`src/rtl/stl_pkg.sv`:
```
// Shared types for the script token lexer: lexer modes and result items.
`timescale 1ns / 1ps
`default_nettype none

package stl_pkg;

   // Most result items one text byte can cause.
   localparam int unsigned MaxResults = 3;

   // Lexer modes, one-hot.
   typedef enum logic [5:0] {
      MODE_IDLE    = 6'b000001,
      MODE_SLASH   = 6'b000010,
      MODE_COMMENT = 6'b000100,
      MODE_QEMPTY  = 6'b001000,
      MODE_QUOTE   = 6'b010000,
      MODE_WORD    = 6'b100000
   } stl_mode_type;

   // One result item.
   typedef struct packed {
      logic       has_char;
      logic [7:0] token_char;
      logic       token_first;
      logic       token_last;
      logic       input_done;
      logic       run_last;
   } stl_res_type;

   // All result items of one text byte; entry 0 goes out first.
   typedef struct packed {
      logic [1:0]                       cnt;
      stl_res_type [MaxResults-1:0]     res;
   } stl_set_type;

endpackage

`default_nettype wire

```
`src/rtl/stl_decode.sv`:
```
// Combinational lexer step: one text byte and the current mode give results and next mode.
`timescale 1ns / 1ps
`default_nettype none

module stl_decode (
   input  wire logic [7:0]            byte_val,
   input  wire stl_pkg::stl_mode_type mode,
   output stl_pkg::stl_mode_type      mode_in,
   output stl_pkg::stl_set_type       set_out
);
   import stl_pkg::*;

   localparam logic [7:0] ChSlash   = 8'h2F;
   localparam logic [7:0] ChDquote  = 8'h22;
   localparam logic [7:0] ChNewline = 8'h0A;
   localparam logic [7:0] ChSpace   = 8'h20;
   localparam logic [7:0] ChLbrace  = 8'h7B;
   localparam logic [7:0] ChRbrace  = 8'h7D;
   localparam logic [7:0] ChLparen  = 8'h28;
   localparam logic [7:0] ChRparen  = 8'h29;
   localparam logic [7:0] ChSquote  = 8'h27;
   localparam logic [7:0] ChColon   = 8'h3A;
   localparam logic [7:0] ChUpperA  = 8'h41;
   localparam logic [7:0] ChUpperZ  = 8'h5A;
   localparam logic [7:0] CaseShift = 8'h20;

   logic        is_space;
   logic        is_break;
   logic        is_zero;
   logic [7:0]  low_char;

   // Outcome of the idle step: at most one result.
   logic         idle_cnt;
   stl_res_type  idle_res;
   stl_mode_type idle_mode;

   // Outcome of the word step: at most two results.
   logic [1:0]   word_cnt;
   stl_res_type  word_res0;
   stl_res_type  word_res1;
   stl_mode_type word_mode;

   logic         quote_first;
   logic [1:0]   last_idx;
   stl_set_type  set_w;

   // Byte classes.
   assign is_space = (byte_val <= ChSpace);
   assign is_zero  = (byte_val == 8'd0);
   assign is_break = (byte_val == ChLbrace) || (byte_val == ChRbrace) ||
                     (byte_val == ChLparen) || (byte_val == ChRparen) ||
                     (byte_val == ChSquote) || (byte_val == ChColon);
   assign low_char = ((byte_val >= ChUpperA) && (byte_val <= ChUpperZ)) ?
                     (byte_val + CaseShift) : byte_val;

   // Step taken between tokens.
   always_comb begin
      idle_cnt  = 1'b0;
      idle_res  = '0;
      idle_mode = MODE_IDLE;
      if (is_space) begin
         idle_mode = MODE_IDLE;
      end else if (byte_val == ChSlash) begin
         idle_mode = MODE_SLASH;
      end else if (byte_val == ChDquote) begin
         idle_mode = MODE_QEMPTY;
      end else if (is_break) begin
         idle_cnt             = 1'b1;
         idle_res.has_char    = 1'b1;
         idle_res.token_char  = byte_val;
         idle_res.token_first = 1'b1;
         idle_res.token_last  = 1'b1;
      end else begin
         idle_cnt             = 1'b1;
         idle_res.has_char    = 1'b1;
         idle_res.token_char  = low_char;
         idle_res.token_first = 1'b1;
         idle_mode            = MODE_WORD;
      end
   end

   // Step taken inside a word: whitespace or a break character ends it.
   always_comb begin
      word_cnt  = 2'd1;
      word_res0 = '0;
      word_res1 = '0;
      word_mode = MODE_IDLE;
      if (is_space) begin
         word_res0.token_last = 1'b1;
      end else if (is_break) begin
         word_cnt              = 2'd2;
         word_res0.token_last  = 1'b1;
         word_res1.has_char    = 1'b1;
         word_res1.token_char  = byte_val;
         word_res1.token_first = 1'b1;
         word_res1.token_last  = 1'b1;
      end else begin
         word_res0.has_char   = 1'b1;
         word_res0.token_char = low_char;
         word_mode            = MODE_WORD;
      end
   end

   assign quote_first = (mode == MODE_QEMPTY);

   // Mode dispatch, then the end-of-input and run markers.
   always_comb begin
      set_w    = '0;
      mode_in  = MODE_IDLE;
      last_idx = 2'd0;
      unique case (mode) inside
         MODE_SLASH: begin
            if (byte_val == ChSlash) begin
               mode_in = MODE_COMMENT;
            end else begin
               set_w.res[0].has_char    = 1'b1;
               set_w.res[0].token_char  = ChSlash;
               set_w.res[0].token_first = 1'b1;
               set_w.res[1]             = word_res0;
               set_w.res[2]             = word_res1;
               set_w.cnt                = 2'd1 + word_cnt;
               mode_in                  = word_mode;
            end
         end
         MODE_COMMENT: begin
            mode_in = ((byte_val == ChNewline) || is_zero) ? MODE_IDLE : MODE_COMMENT;
         end
         MODE_QEMPTY, MODE_QUOTE: begin
            set_w.cnt = 2'd1;
            set_w.res[0].token_first = quote_first;
            if ((byte_val == ChDquote) || is_zero) begin
               set_w.res[0].token_last = 1'b1;
               mode_in                 = MODE_IDLE;
            end else begin
               set_w.res[0].has_char   = 1'b1;
               set_w.res[0].token_char = low_char;
               mode_in                 = MODE_QUOTE;
            end
         end
         MODE_WORD: begin
            set_w.res[0] = word_res0;
            set_w.res[1] = word_res1;
            set_w.cnt    = word_cnt;
            mode_in      = word_mode;
         end
         default: begin
            set_w.res[0] = idle_res;
            set_w.cnt    = {1'b0, idle_cnt};
            mode_in      = idle_mode;
         end
      endcase

      // A zero byte always returns to idle and always yields a result.
      if (is_zero) begin
         mode_in = MODE_IDLE;
         if (set_w.cnt == 2'd0) begin
            set_w.cnt    = 2'd1;
            set_w.res[0] = '0;
         end
      end

      if (set_w.cnt != 2'd0) begin
         last_idx = set_w.cnt - 2'd1;
         set_w.res[last_idx].run_last   = 1'b1;
         set_w.res[last_idx].input_done = is_zero;
      end
   end

   assign set_out = set_w;

endmodule

`default_nettype wire

```
`src/rtl/stl_rsp_buf.sv`:
```
// Result buffer: holds the result items of one byte and hands them out one a cycle while out_stall is low.
`timescale 1ns / 1ps
`default_nettype none

module stl_rsp_buf (
   input  wire logic                 clock,
   input  wire logic                 reset,
   input  wire logic                 load,
   input  wire stl_pkg::stl_set_type set_in,
   output logic                      can_load,
   output logic                      out_valid,
   input  wire logic                 out_stall,
   output stl_pkg::stl_res_type      out_item
);
   import stl_pkg::*;

   logic [1:0]                   left_ff;
   logic [1:0]                   left_in;
   stl_res_type [MaxResults-1:0] ent_ff;
   stl_res_type [MaxResults-1:0] ent_in;
   logic                         take;

   assign out_valid = (left_ff != 2'd0);
   assign out_item  = ent_ff[0];
   assign take      = out_valid && !out_stall;

   // Free for a new set once the last held item leaves in this cycle.
   assign can_load = (left_ff == 2'd0) || ((left_ff == 2'd1) && take);

   // Load a fresh set, or shift the held items down as they are taken.
   always_comb begin
      left_in = left_ff;
      ent_in  = ent_ff;
      if (load && can_load) begin
         left_in = set_in.cnt;
         ent_in  = set_in.res;
      end else if (take) begin
         left_in = left_ff - 2'd1;
         ent_in  = {ent_ff[MaxResults-1], ent_ff[MaxResults-1:1]};
      end
   end

   always_ff @(posedge clock) begin
      if (reset) begin
         left_ff <= 2'd0;
      end else begin
         left_ff <= left_in;
      end
   end

   always_ff @(posedge clock) begin
      ent_ff <= ent_in;
   end

endmodule

`default_nettype wire

```
`src/rtl/script_token_lexer_unit.sv`:
```
// Top level of the script token lexer: input register, mode register and result buffer.
//
//   Channel   Direction  Handshake             Payload
//   req_      in         req_valid/req_stall   req_in_byte
//   rsp_      out        rsp_valid/rsp_stall   rsp_has_char, rsp_token_char, rsp_token_first,
//                                              rsp_token_last, rsp_input_done, rsp_run_last
//
// A byte is registered on acceptance and lexed as soon as the result buffer can take its
// results, which are then loaded into the buffer register; the first of them is on the
// result port straight from that register.
// Each result of a byte takes the output port in turn (zero to three results per byte), so
// the rate is one byte a cycle while each byte yields at most one item and rsp_stall is low.
// Reset (synchronous, active high) returns the lexer to idle and empties both registers.
// A stalled result holds the buffer, which in turn stalls the input once its register is full.
`timescale 1ns / 1ps
`default_nettype none

module script_token_lexer_unit (
   input  wire logic       clock,
   input  wire logic       reset,
   input  wire logic       req_valid,
   output logic            req_stall,
   input  wire logic [7:0] req_in_byte,
   output logic            rsp_valid,
   input  wire logic       rsp_stall,
   output logic            rsp_has_char,
   output logic [7:0]      rsp_token_char,
   output logic            rsp_token_first,
   output logic            rsp_token_last,
   output logic            rsp_input_done,
   output logic            rsp_run_last
);
   import stl_pkg::*;

   logic         byte_valid_ff;
   logic         byte_valid_in;
   logic [7:0]   byte_ff;
   stl_mode_type mode_ff;
   stl_mode_type mode_in;
   stl_mode_type mode_next;
   stl_set_type  set_w;
   stl_res_type  item_w;
   logic         can_load;
   logic         fire;
   logic         accept;

   // The held byte is lexed when the result buffer can take its results.
   assign fire      = byte_valid_ff && can_load;
   assign req_stall = byte_valid_ff && !fire;
   assign accept    = req_valid && !req_stall;

   assign byte_valid_in = accept ? 1'b1 : (fire ? 1'b0 : byte_valid_ff);
   assign mode_in       = fire ? mode_next : mode_ff;

   // Control registers.
   always_ff @(posedge clock) begin
      if (reset) begin
         byte_valid_ff <= 1'b0;
         mode_ff       <= MODE_IDLE;
      end else begin
         byte_valid_ff <= byte_valid_in;
         mode_ff       <= mode_in;
      end
   end

   // Input byte register.
   always_ff @(posedge clock) begin
      if (accept) begin
         byte_ff <= req_in_byte;
      end
   end

   stl_decode u_decode (
      .byte_val (byte_ff),
      .mode     (mode_ff),
      .mode_in  (mode_next),
      .set_out  (set_w)
   );

   stl_rsp_buf u_rsp_buf (
      .clock     (clock),
      .reset     (reset),
      .load      (fire),
      .set_in    (set_w),
      .can_load  (can_load),
      .out_valid (rsp_valid),
      .out_stall (rsp_stall),
      .out_item  (item_w)
   );

   assign rsp_has_char    = item_w.has_char;
   assign rsp_token_char  = item_w.token_char;
   assign rsp_token_first = item_w.token_first;
   assign rsp_token_last  = item_w.token_last;
   assign rsp_input_done  = item_w.input_done;
   assign rsp_run_last    = item_w.run_last;

endmodule

`default_nettype wire

```
`config.mk`:
```
export PLATFORM = sky130hd
export DESIGN_NAME = script_token_lexer_unit
export DESIGN_NICKNAME = d
export VERILOG_FILES = /design/src/rtl/stl_pkg.sv /design/src/rtl/stl_decode.sv /design/src/rtl/stl_rsp_buf.sv /design/src/rtl/script_token_lexer_unit.sv
export SDC_FILE = /design/constraint.sdc
export NUM_CORES = 1
export LEC_CHECK = 0
export ABC_AREA = 1
export BUFFER_PORTS_ARGS = -buffer_cell sky130_fd_sc_hd__buf_2
export CAP_MARGIN = 0
export CELL_PAD_IN_SITES_DETAIL_PLACEMENT = 1
export CELL_PAD_IN_SITES_GLOBAL_PLACEMENT = 1
export CORE_ASPECT_RATIO = 0.9
export CORE_MARGIN = 4
export CORE_UTILIZATION = 35
export DETAILED_ROUTE_END_ITERATION = 16
export PLACE_DENSITY = 0.78
export SLEW_MARGIN = 20
export SYNTH_ARGS = -nofsm -noshare
export SYNTH_HDL_FRONTEND = slang
export SYNTH_HIERARCHICAL = 1
export SYNTH_SLANG_ARGS = --single-unit
```
`constraint.sdc`:
```
create_clock -name clock -period 2.5 [get_ports clock]
set_clock_uncertainty 0.2 [all_clocks]
set_input_delay 0.125 -clock clock [delete_from_list [all_inputs] [get_ports clock]]
set_output_delay 0.125 -clock clock [all_outputs]
set_load 0.02 [all_outputs]
```
## Word level (Yosys, flattened, before mapping)

Cells that the tools add are included.

| word-level totals | value |
|---|---|
| flip-flop bits (word level) | 56 |
| latch bits | 0 |
| bits in writable memories | 0 |
| bits in read-only memories | 0 |
| input port bits | 12 |
| logic and storage cells | 125 |
| memories | 0 |

| operators by class | value |
|---|---|
| add/sub/neg operators | 4 |
| multiply operators | 0 |
| div/mod/pow operators | 0 |
| $lt $le $gt $ge | 5 |
| equal/unequal tests | 15 |
| shifts and indexed selects | 0 |
| mux-type cells | 51 |
| bitwise logic cells | 0 |
| reduce and logical (&&, ||, !) cells | 28 |

Operator list:

| cell | number |
|---|---|
| $bwmux 39 | 2 |
| $mux 39 | 2 |
| $mux 11 | 5 |
| $demux 13 s2 | 2 |
| $eq 8x6->1 const B | 6 |
| $mux 6 | 7 |
| $pmux 10 s4 | 1 |
| $mux 13 | 3 |
| $mux 38 | 1 |
| $mux 9 | 4 |
| $mux 26 | 1 |
| $pmux 13 s2 | 1 |
| $pmux 6 s4 | 1 |
| $eq 8x7->1 const B | 2 |
| $mux 2 | 7 |
| $mux 1 | 9 |
| $add 8x6->8 const B | 1 |
| $eq 8x4->1 const B | 1 |
| $ge 8x7->1 const B | 1 |
| $le 8x6->1 const B | 1 |
| $le 8x7->1 const B | 1 |
| $logic_and 1x1->1 | 8 |
| $logic_not 8->1 | 1 |
| $logic_or 1x1->1 | 8 |
| other kinds (19) | 27 |

## Logic depth before layout (Yosys ltp)

Gate-level depths: netlist of the first run.

| logic depth | value |
|---|---|
| depth after elaboration | 23 |
| depth in mapped cells | 14 |
| gate-level depth less buffers | 13 |

## Modules after synthesis

Netlist of the first run, hierarchy kept.

By module, submodules not included:

| module | times used | cells each | area each (µm²) |
|---|---|---|---|
| stl_rsp_buf | 1 | 191 | 1,944.4 |
| stl_decode | 1 | 205 | 1,051.0 |
| script_token_lexer_unit | 1 | 53 | 536.8 |

## Worst setup path after synthesis of the first run

No wires, ideal clock.

| path | value |
|---|---|
| path type | reg2reg |
| from | register u_rsp_buf.left_ff[0] |
| to | register u_rsp_buf/ent_ff[13] in the netlist's numbering, enable pin |
| library setup time | 383 ps |
| data arrival time | 1,933 ps |
| data required time | 1,917 ps |
| path slack | -16 ps |
| cell stages (with the launch flop) | 11 |
| buffers on the path | 2 |
| path through | dfxtp_1 -> inv_1 -> ha_1 -> inv_2 -> nand2_4 -> nand2_2 -> buf_6 -> inv_1 -> nand2_8 -> buf_4 -> nand2_1 |

| between the ends | value |
|---|---|
| longest elaborated chain between the ends | 7 |
| elaborated cells between the ends (all ways) | 9 |
| classes of those cells | eq/ne: 1; reduce/logical: 8 |

RTL lines:

| what | line | RTL |
|---|---|---|
| start: declaration | stl_rsp_buf.sv:17 | `logic [1:0] left_ff;` |
| start signal: assignment | stl_rsp_buf.sv:47 | `left_ff <= left_in;` |
| $reduce_bool 2->1 | stl_rsp_buf.sv:23 | `assign out_valid = (left_ff != 2'd0);` |
| net rsp_valid | script_token_lexer_unit.sv:24 | `output logic rsp_valid,` |
| $logic_and 1x1->1 | stl_rsp_buf.sv:25 | `assign take = out_valid && !out_stall;` |
| $logic_and 1x1->1 | stl_rsp_buf.sv:28 | `assign can_load = (left_ff == 2'd0) \|\| ((left_ff == 2'd1) && take);` |
| $logic_or 1x1->1 | stl_rsp_buf.sv:28 |  |
| net can_load | script_token_lexer_unit.sv:43 | `logic can_load;` |
| $logic_and 1x1->1 | script_token_lexer_unit.sv:48 | `assign fire = byte_valid_ff && can_load;` |
| net fire | script_token_lexer_unit.sv:44 | `logic fire;` |
| $logic_and 1x1->1 | stl_rsp_buf.sv:34 | `if (load && can_load) begin` |
| $reduce_bool 2->1 (no line) | -- |  |
| end signal: assignment | stl_rsp_buf.sv:52 | `ent_ff <= ent_in;` |
| end: declaration | stl_rsp_buf.sv:19 | `stl_res_type [MaxResults-1:0] ent_ff;` |

The timed path passes the listed nets, and every way through them passes these cells.
A chain may end at the register's enable or synchronous reset.

==> flow_summary.yaml, run 1 <==
finish:
  diodes: 0
  fin_area_um2: 3870
  nNetsFinal: 489
  fin_cells: 600
  layout-drive-gt1-share_pct: 19.6
  area_growth_pct: 9.71
worst_setup_path:
  worstSetupEndpointType: "register"
  crit_required_ns: 2.38
  critPathKind: "reg -> reg"
  start_kind: "register"
  worst_ep_arrival_time_ns: 2.19
  startpoint: "byte_ff[6]$_DFFE_PP_"
  worst-path-max-fanout: 9
  r2r_start: "byte_ff[6]$_DFFE_PP_"
logic_synthesis:
  yosysSeqAreaShare_pct: 45.1
  synth_area_leaders: "edfxtp_1 (40%), nand2_1 (14%), nor2_1 (7.5%)"
  synth.top_cell.area_share_pct: 40.0
  ys_async_sr_fraction_pct: 0
  avgSynthCellArea_um2: 7.87
  synth_area_leader_cell: "edfxtp_1"
  ys.flop_type: "edfxtp_1"
  synth_edf_count: 47
  synth.distinct_cells: 35
  syn_inst: 449
  synth-seq-cells: 56
  ys_warn_count: 6
  syn-cell-area_um2: 3530
grt:
  antenna_found_initial: 0
  grt_max_degree: 40
  grt_pass1_wl_mm: 14.4
  grt_pass1_vias: 2957
  track_usage_pct: 15.3
  grt_overflow: 0
place:
  port_buffers: 26
  hpwlAfterDp_mm: 6.27
  gp_congestion: 0.843
  dp_cells: 578
  place_area_um2: 3640
clock_network:
  clock_sinks: 56
  ctsHtreeMaxLevel: 2
  clkTransAtPathRegs_ns: 0.10
  cts_tree: "built"
  numCtsBuffers: 5
  clkLatencyLatePin_ns: 0.31
  root_buffer: "clkbuf_8"
  cts_buffer_depth: 2
detailed_routing:
  vias: 2807
  ant_nets: 0
  wirelength_mm: 8.26
  drt_iter0_drc: 101
  routedWlPerCell_um: 13.8
  first_pass_iters: 6
  vias_per_cell: 4.68
  drc: 0
worst_hold_path:
  hold_start: "rsp_stall"
  min_path_type: "in -> reg"
floorplanning:
  die_y_um: 103
  io_pins: 27
  core_area_um2: 9740
  start_util_pct: 36.3
  die_w_um: 114
  row_count: 34
  die-area_um2: 11800
timing:
  whs_ns: 0.0135
  min_period_ns: 2.31
  fmax_mhz: 433
  rsz0062_at_grt: "no"
  setup_viol: 0
  finalHoldViolCount: 0
  fin_setup_tns_ns: 0
  finalCritPeriodShare_pct: 92.4
  slew_violations: 0
power:
  p_sw_mw: 1.42
  leakage_nw: 1.80
  p_sw_share_pct: 40.5
  seqPwrFrac_pct: 45.4
  power_density_nw_per_um2: 908
  power.internal_mw: 2.09
  power_frac_clock_pct: 14.4
  peakVddDrop_uv: 371
  power_frac_comb_pct: 40.2
job:
  max_cap_violations: 0
status:
  status: "finished clean"
[kinds of logic (layout without fill, tap and decap cells)]
logic type,after synthesis,in the layout,synth area share (%)
fa+ha+maj,4,4,1.42
compound gates,26,26,4.25
flops,56,56,45.1
simple gates,267,267,35.4
buf+inv,95,119,13.7
other cells,1,2,0.106
[power by group through the flow]
stage | clock, mW | sequential (mW) | combinational [mW]
global route | 0.561 | 1.64 | 1.60
global placement | 0 | 1.61 | 1.36
floorplan | 0 | 1.56 | 1.22
CTS | 0.531 | 1.61 | 1.42
finish | 0.507 | 1.60 | 1.42
detailed placement | 0 | 1.63 | 1.40
[area by class of cell]
type / count / area [um2]
Sequential cell: 56 / 1590
Fill cell: 1193 / 5870
Clock buffer: 5 / 68.8
Multi-Input combinational cell: 299 / 1480
Clock inverter: 3 / 17.5
Tap cell: 126 / 158
Timing Repair Buffer: 43 / 295
Inverter: 68 / 268
[worst paths after layout]
check	to	slack [ns]	cells after the start
min	u_rsp_buf/left_ff[1]$_SDFFE_PP0P_	0.01	6
max	u_rsp_buf/out_item[8]$_DFFE_PP_	0.19	12
min reg2reg	u_rsp_buf/left_ff[1]$_SDFFE_PP0P_	0.30	2
max reg2reg	u_rsp_buf/out_item[8]$_DFFE_PP_	0.19	12
[layout by cell type, fill, tap and decap left out]
| cell | count |
|---|---|
| nand2_1 | 128 |
| nor2_1 | 70 |
| inv_1 | 59 |
| edfxtp_1 | 47 |
| buf_2 | 26 |
| nand3_1 | 21 |
| nand2_2 | 17 |
| dlygate4sd3_1 | 10 |
| dfxtp_1 | 9 |
| a21oi_1 | 8 |
| o21ai_0 | 8 |
| buf_4 | 6 |
| inv_2 | 6 |
| nor2_2 | 6 |
| nor2_4 | 6 |
| clkbuf_8 | 5 |
| nand4_1 | 5 |
| nand3_2 | 4 |
| nand2_4 | 4 |
| o21ai_1 | 4 |
| ha_1 | 4 |
| inv_4 | 2 |
| nor3_4 | 2 |
| o21a_1 | 2 |
| conb_1 | 2 |
| clkinv_2 | 1 |
| inv_6 | 1 |
| clkinv_1 | 1 |
| nand3_4 | 1 |
| o22ai_4 | 1 |
| a21oi_2 | 1 |
| nor3_2 | 1 |
| nor3_1 | 1 |
| o22ai_1 | 1 |
| nand2_8 | 1 |
| inv_8 | 1 |
| o21bai_1 | 1 |
| buf_12 | 1 |
[flip-flops by register name (all words and copies together) (netlist names)]
name	cells
byte_valid_ff	1
mode_ff	6
byte_ff	8
u_rsp_buf/ent_ff	26
u_rsp_buf/out_item	13
u_rsp_buf/left_ff	2
[synth_stat cells, types with 6 or more instances]
| master | n |
|---|---|
| inv_1 | 59 |
| nand3_1 | 21 |
| nand2_1 | 129 |
| nor2_2 | 6 |
| a21oi_1 | 8 |
| dfxtp_1 | 9 |
| inv_2 | 6 |
| nand2_2 | 16 |
| edfxtp_1 | 47 |
| nor2_1 | 71 |
| o21ai_0 | 8 |
| buf_4 | 22 |
[repair_timing]
action / 4_1_cts / 5_1_grt
hold buffers: 10 / 0
setup endpoints to repair: 0 / 3
resized for setup: 0 / 3
endpoints found under the hold margin: 12 / 0
setup buffers: 0 / 4
[metrics by stage]
step,util (%),setup slack [ns],total power [mW]
finish,39.8,0.191,3.52
CTS,39.3,0.143,3.56
floorplan,-,0.237,2.78
detailed placement,37.4,0.158,3.03
global route,39.8,0.0149,3.80
global placement,37.4,0.188,2.97
[layer usage]
layer | share of wire [%] | global-route usage (%)
met2 | 48 | 27.1
met5 | 0 | 0
met4 | 1.1 | 3.29
met3 | 3.8 | 2.73
met1 | 47 | 19.7
[worst max-delay path, stage by stage, from the launching register on]
cell and delay [ns]:
edfxtp_1 0.53, inv_2 0.14, nand2_2 0.10, nor2_2 0.16, nand3_2 0.14, nand3_4 0.17, nor2_4 0.05, nand2_2 0.10
nand2_4 0.10, o21ai_1 0.19, inv_1 0.07, nand2_1 0.07, nand2_1 0.05
Power figures use the tool's default switching activity.
==> inputs of run 2 (changes only) <==
--- a/config.mk
+++ b/config.mk
@@ -5,7 +5,6 @@
 export SDC_FILE = /design/constraint.sdc
 export NUM_CORES = 1
 export LEC_CHECK = 0
-export ABC_AREA = 1
 export BUFFER_PORTS_ARGS = -buffer_cell sky130_fd_sc_hd__buf_2
 export CAP_MARGIN = 0
 export CELL_PAD_IN_SITES_DETAIL_PLACEMENT = 1
@@ -14,7 +13,7 @@
 export CORE_MARGIN = 4
 export CORE_UTILIZATION = 35
 export DETAILED_ROUTE_END_ITERATION = 16
-export PLACE_DENSITY = 0.78
+export PLACE_DENSITY = 0.73
 export SLEW_MARGIN = 20
 export SYNTH_ARGS = -nofsm -noshare
 export SYNTH_HDL_FRONTEND = slang
==> flow_summary.yaml, run 2 <==
worst_setup_path:
  r2r_start: "byte_ff[4]$_DFFE_PP_"
  crit_slowest_cell: "edfxtp_1"
  reg2reg_depth: 9
  worst-path-max-fanout: 7
  critPathMaxStageDelay_ns: 0.53
  critPathKind: "reg -> reg"
  worstSetupEndpointType: "register"
  crit_chain: "buf_4, and3b_1, o2111ai_1, a31o_2, o31ai_4, buf_4, and2_1, nand2_1, nand2_1"
  r2r_slack_ns: 0.01
  worst_ep_arrival_time_ns: 2.36
  start_kind: "register"
  crit_required_ns: 2.38
  r2r_end: "u_rsp_buf/ent_ff[21]$_DFFE_PP_"
timing:
  setup_viol: 0
  timing.final.ws_setup_ns: 0.0150
  whs_ns: 0.0759
  slew_violations: 0
  min_period_ns: 2.49
  worst_slew_pin_slew_ns: 0.754
  fmax_mhz: 402
  finalHoldViolCount: 0
  finalCritPeriodShare_pct: 99.4
  slew-limit-headroom_pct: 49.6
  rsz0062_at_grt: "yes"
detailed_routing:
  wirelength_mm: 9.15
  drt_iter0_drc: 183
  vias_per_cell: 5.22
  first_pass_iters: 4
  vias: 2813
  ant_nets: 0
  drc: 0
  routedWlPerCell_um: 17.0
logic_synthesis:
  synth_most_common_cell: "nand2_1"
  ys.flop_type: "edfxtp_1"
  yosysSeqAreaShare_pct: 46.5
  avgSynthCellArea_um2: 9.28
  syn_inst: 369
  synth-seq-cells: 56
  syn-cell-area_um2: 3420
  synth_edf_count: 47
  synth.top_cell.area_share_pct: 41.2
  ys_warn_count: 6
  ys_async_sr_fraction_pct: 0
  synth.distinct_cells: 66
  synth_area_leader_cell: "edfxtp_1"
  yosys-top-cells-count: "nand2_1 (90), edfxtp_1 (47), a21oi_1 (21), buf_4 (21), nor2_1 (21)"
  synth_area_leaders: "edfxtp_1 (41%), nand2_1 (9.9%), dfxtp_1 (5.3%)"
clock_network:
  cts_buffer_depth: 2
  cts_tree: "built"
  clock_sinks: 56
  clkLatencyLatePin_ns: 0.31
  root_buffer: "clkbuf_8"
  ctsHtreeMaxLevel: 2
  clkTransAtPathRegs_ns: 0.11
  numCtsBuffers: 5
finish:
  diodes: 0
  largest_reg_flops: 26
  nNetsFinal: 432
  layout_common_cells: "nand2_1 (90), edfxtp_1 (47), buf_4 (41)"
  final_common_cell: "nand2_1"
  layout-drive-gt1-share_pct: 27.8
  area_growth_pct: 19.7
  nFillCells: 1106
  regMostFlops: "u_rsp_buf/ent_ff"
place:
  hpwlAfterDp_mm: 5.97
  port_buffers: 26
  gp_congestion: 0.847
  dp_slack_ns: 0.00441
grt:
  track_usage_pct: 15.4
  grt_max_degree: 54
  grt_pass1_wl_mm: 14.2
  antenna_found_initial: 0
  grt_overflow: 0
  grt_pass1_vias: 2749
floorplanning:
  start_util_pct: 36.7
  die-area_um2: 11400
  die_w_um: 112
  core_area_um2: 9330
  io_pins: 27
  row_count: 33
  die_y_um: 102
power:
  leakage_nw: 1.66
  peakVddDrop_uv: 1040
  power_density_nw_per_um2: 826
worst_hold_path:
  hold_start: "rsp_stall"
  min_path_type: "in -> reg"
  min_to: "u_rsp_buf/left_ff[1]$_SDFFE_PP0P_"
  hold-path-cell-count: 4
job:
  max_cap_violations: 0
status:
  status: "finished clean"
[run 2: changes by cell type after synthesis, sizes merged, moves of 9 or more]
cell	previous run	this run
and3	0	9
inv	68	7
and2	0	18
nand3	26	14
a21oi	9	21
nand2	150	91
nor2	82	22
[run 2: timing repair]
action | in CTS | in global routing
resized for setup | 0 | 21
cloned | 0 | 1
pin swaps | 1 | 4
hold buffers | 10 | 0
endpoints found under the setup margin | 4 | 55
hold endpoints to repair | 16 | 0
setup buffers | 2 | 15
[run 2: how the worst max path moves through the flow]
stage	to	start	cells after the start	slack, ns
floorplan	u_rsp_buf/out_item[5]$_DFFE_PP_	mode_ff[4]$_SDFFE_PP0P_	9	0.02
global placement	u_rsp_buf/out_item[5]$_DFFE_PP_	byte_ff[3]$_DFFE_PP_	7	0.07
detailed placement	mode_ff[5]$_SDFFE_PP0P_	mode_ff[1]$_SDFFE_PP0P_	7	0.004
CTS	u_rsp_buf/ent_ff[28]$_DFFE_PP_	u_rsp_buf/left_ff[1]$_SDFFE_PP0P_	8	0.01
global route	u_rsp_buf/ent_ff[21]$_DFFE_PP_	byte_ff[4]$_DFFE_PP_	9	-0.09
finish	u_rsp_buf/ent_ff[21]$_DFFE_PP_	byte_ff[4]$_DFFE_PP_	9	0.01
[run 2: cell type report]
type | instances | area [um2] | area share [%]
Timing Repair Buffer | 79 | 563 | 13.7
Clock buffer | 6 | 72.6 | 1.77
Clock inverter | 2 | 60.1 | 1.47
Tap cell | 122 | 153 | 3.73
Multi-Input combinational cell | 267 | 1630 | 39.7
Sequential cell | 56 | 1590 | 38.9
Inverter | 7 | 28.8 | 0.702
[run 2: where the power goes]
part	internal [mW]	leakage, nW	switching (mW)
clock network	0.401	0.0654	0.310
logic	0.390	1.08	0.779
registers	1.40	0.524	0.104
[run 2: logic make-up (layout without fill, tap and decap cells)]
logic type,count (synthesis),in the layout,share of synthesized area (%)
and+or+nand+nor,190,191,27.5
AOI/OAI and AO/OA,64,64,14.0
DFF,56,56,46.5
buffers and inverters,48,94,8.91
xor gates and xnor gates,6,6,1.53
adders and majority gates,4,4,1.46
other,1,2,0.110
[run 2: critical path, delay by kind of cell, from the launching register on]
kind / cells / cell delay [ns]
flip-flops: 1 / 0.53
buffers and inverters: 2 / 0.35
AND/OR/NAND/NOR: 4 / 0.42
AO/OA/AOI/OAI: 3 / 0.76
[run 2: metrics by stage]
stage	cell area (um2)	total power [mW]	std cells	utilization (%)	TNS, ns
floorplan	3430	2.44	370	-	0
global route	4100	3.62	539	43.9	-0.792
detailed placement	3630	2.64	503	38.9	0
CTS	3890	3.36	523	41.7	0
finish	4100	3.39	539	43.9	0
global placement	3630	2.59	503	38.9	0
[run 2: layer usage]
layer	global-route usage, %	routed length, um	up-vias
met5	0	0	-
li1	-	-	1367
met3	2.25	283	13
met1	19.6	4170	1370
met2	28.3	4560	63
met4	2.68	131	0
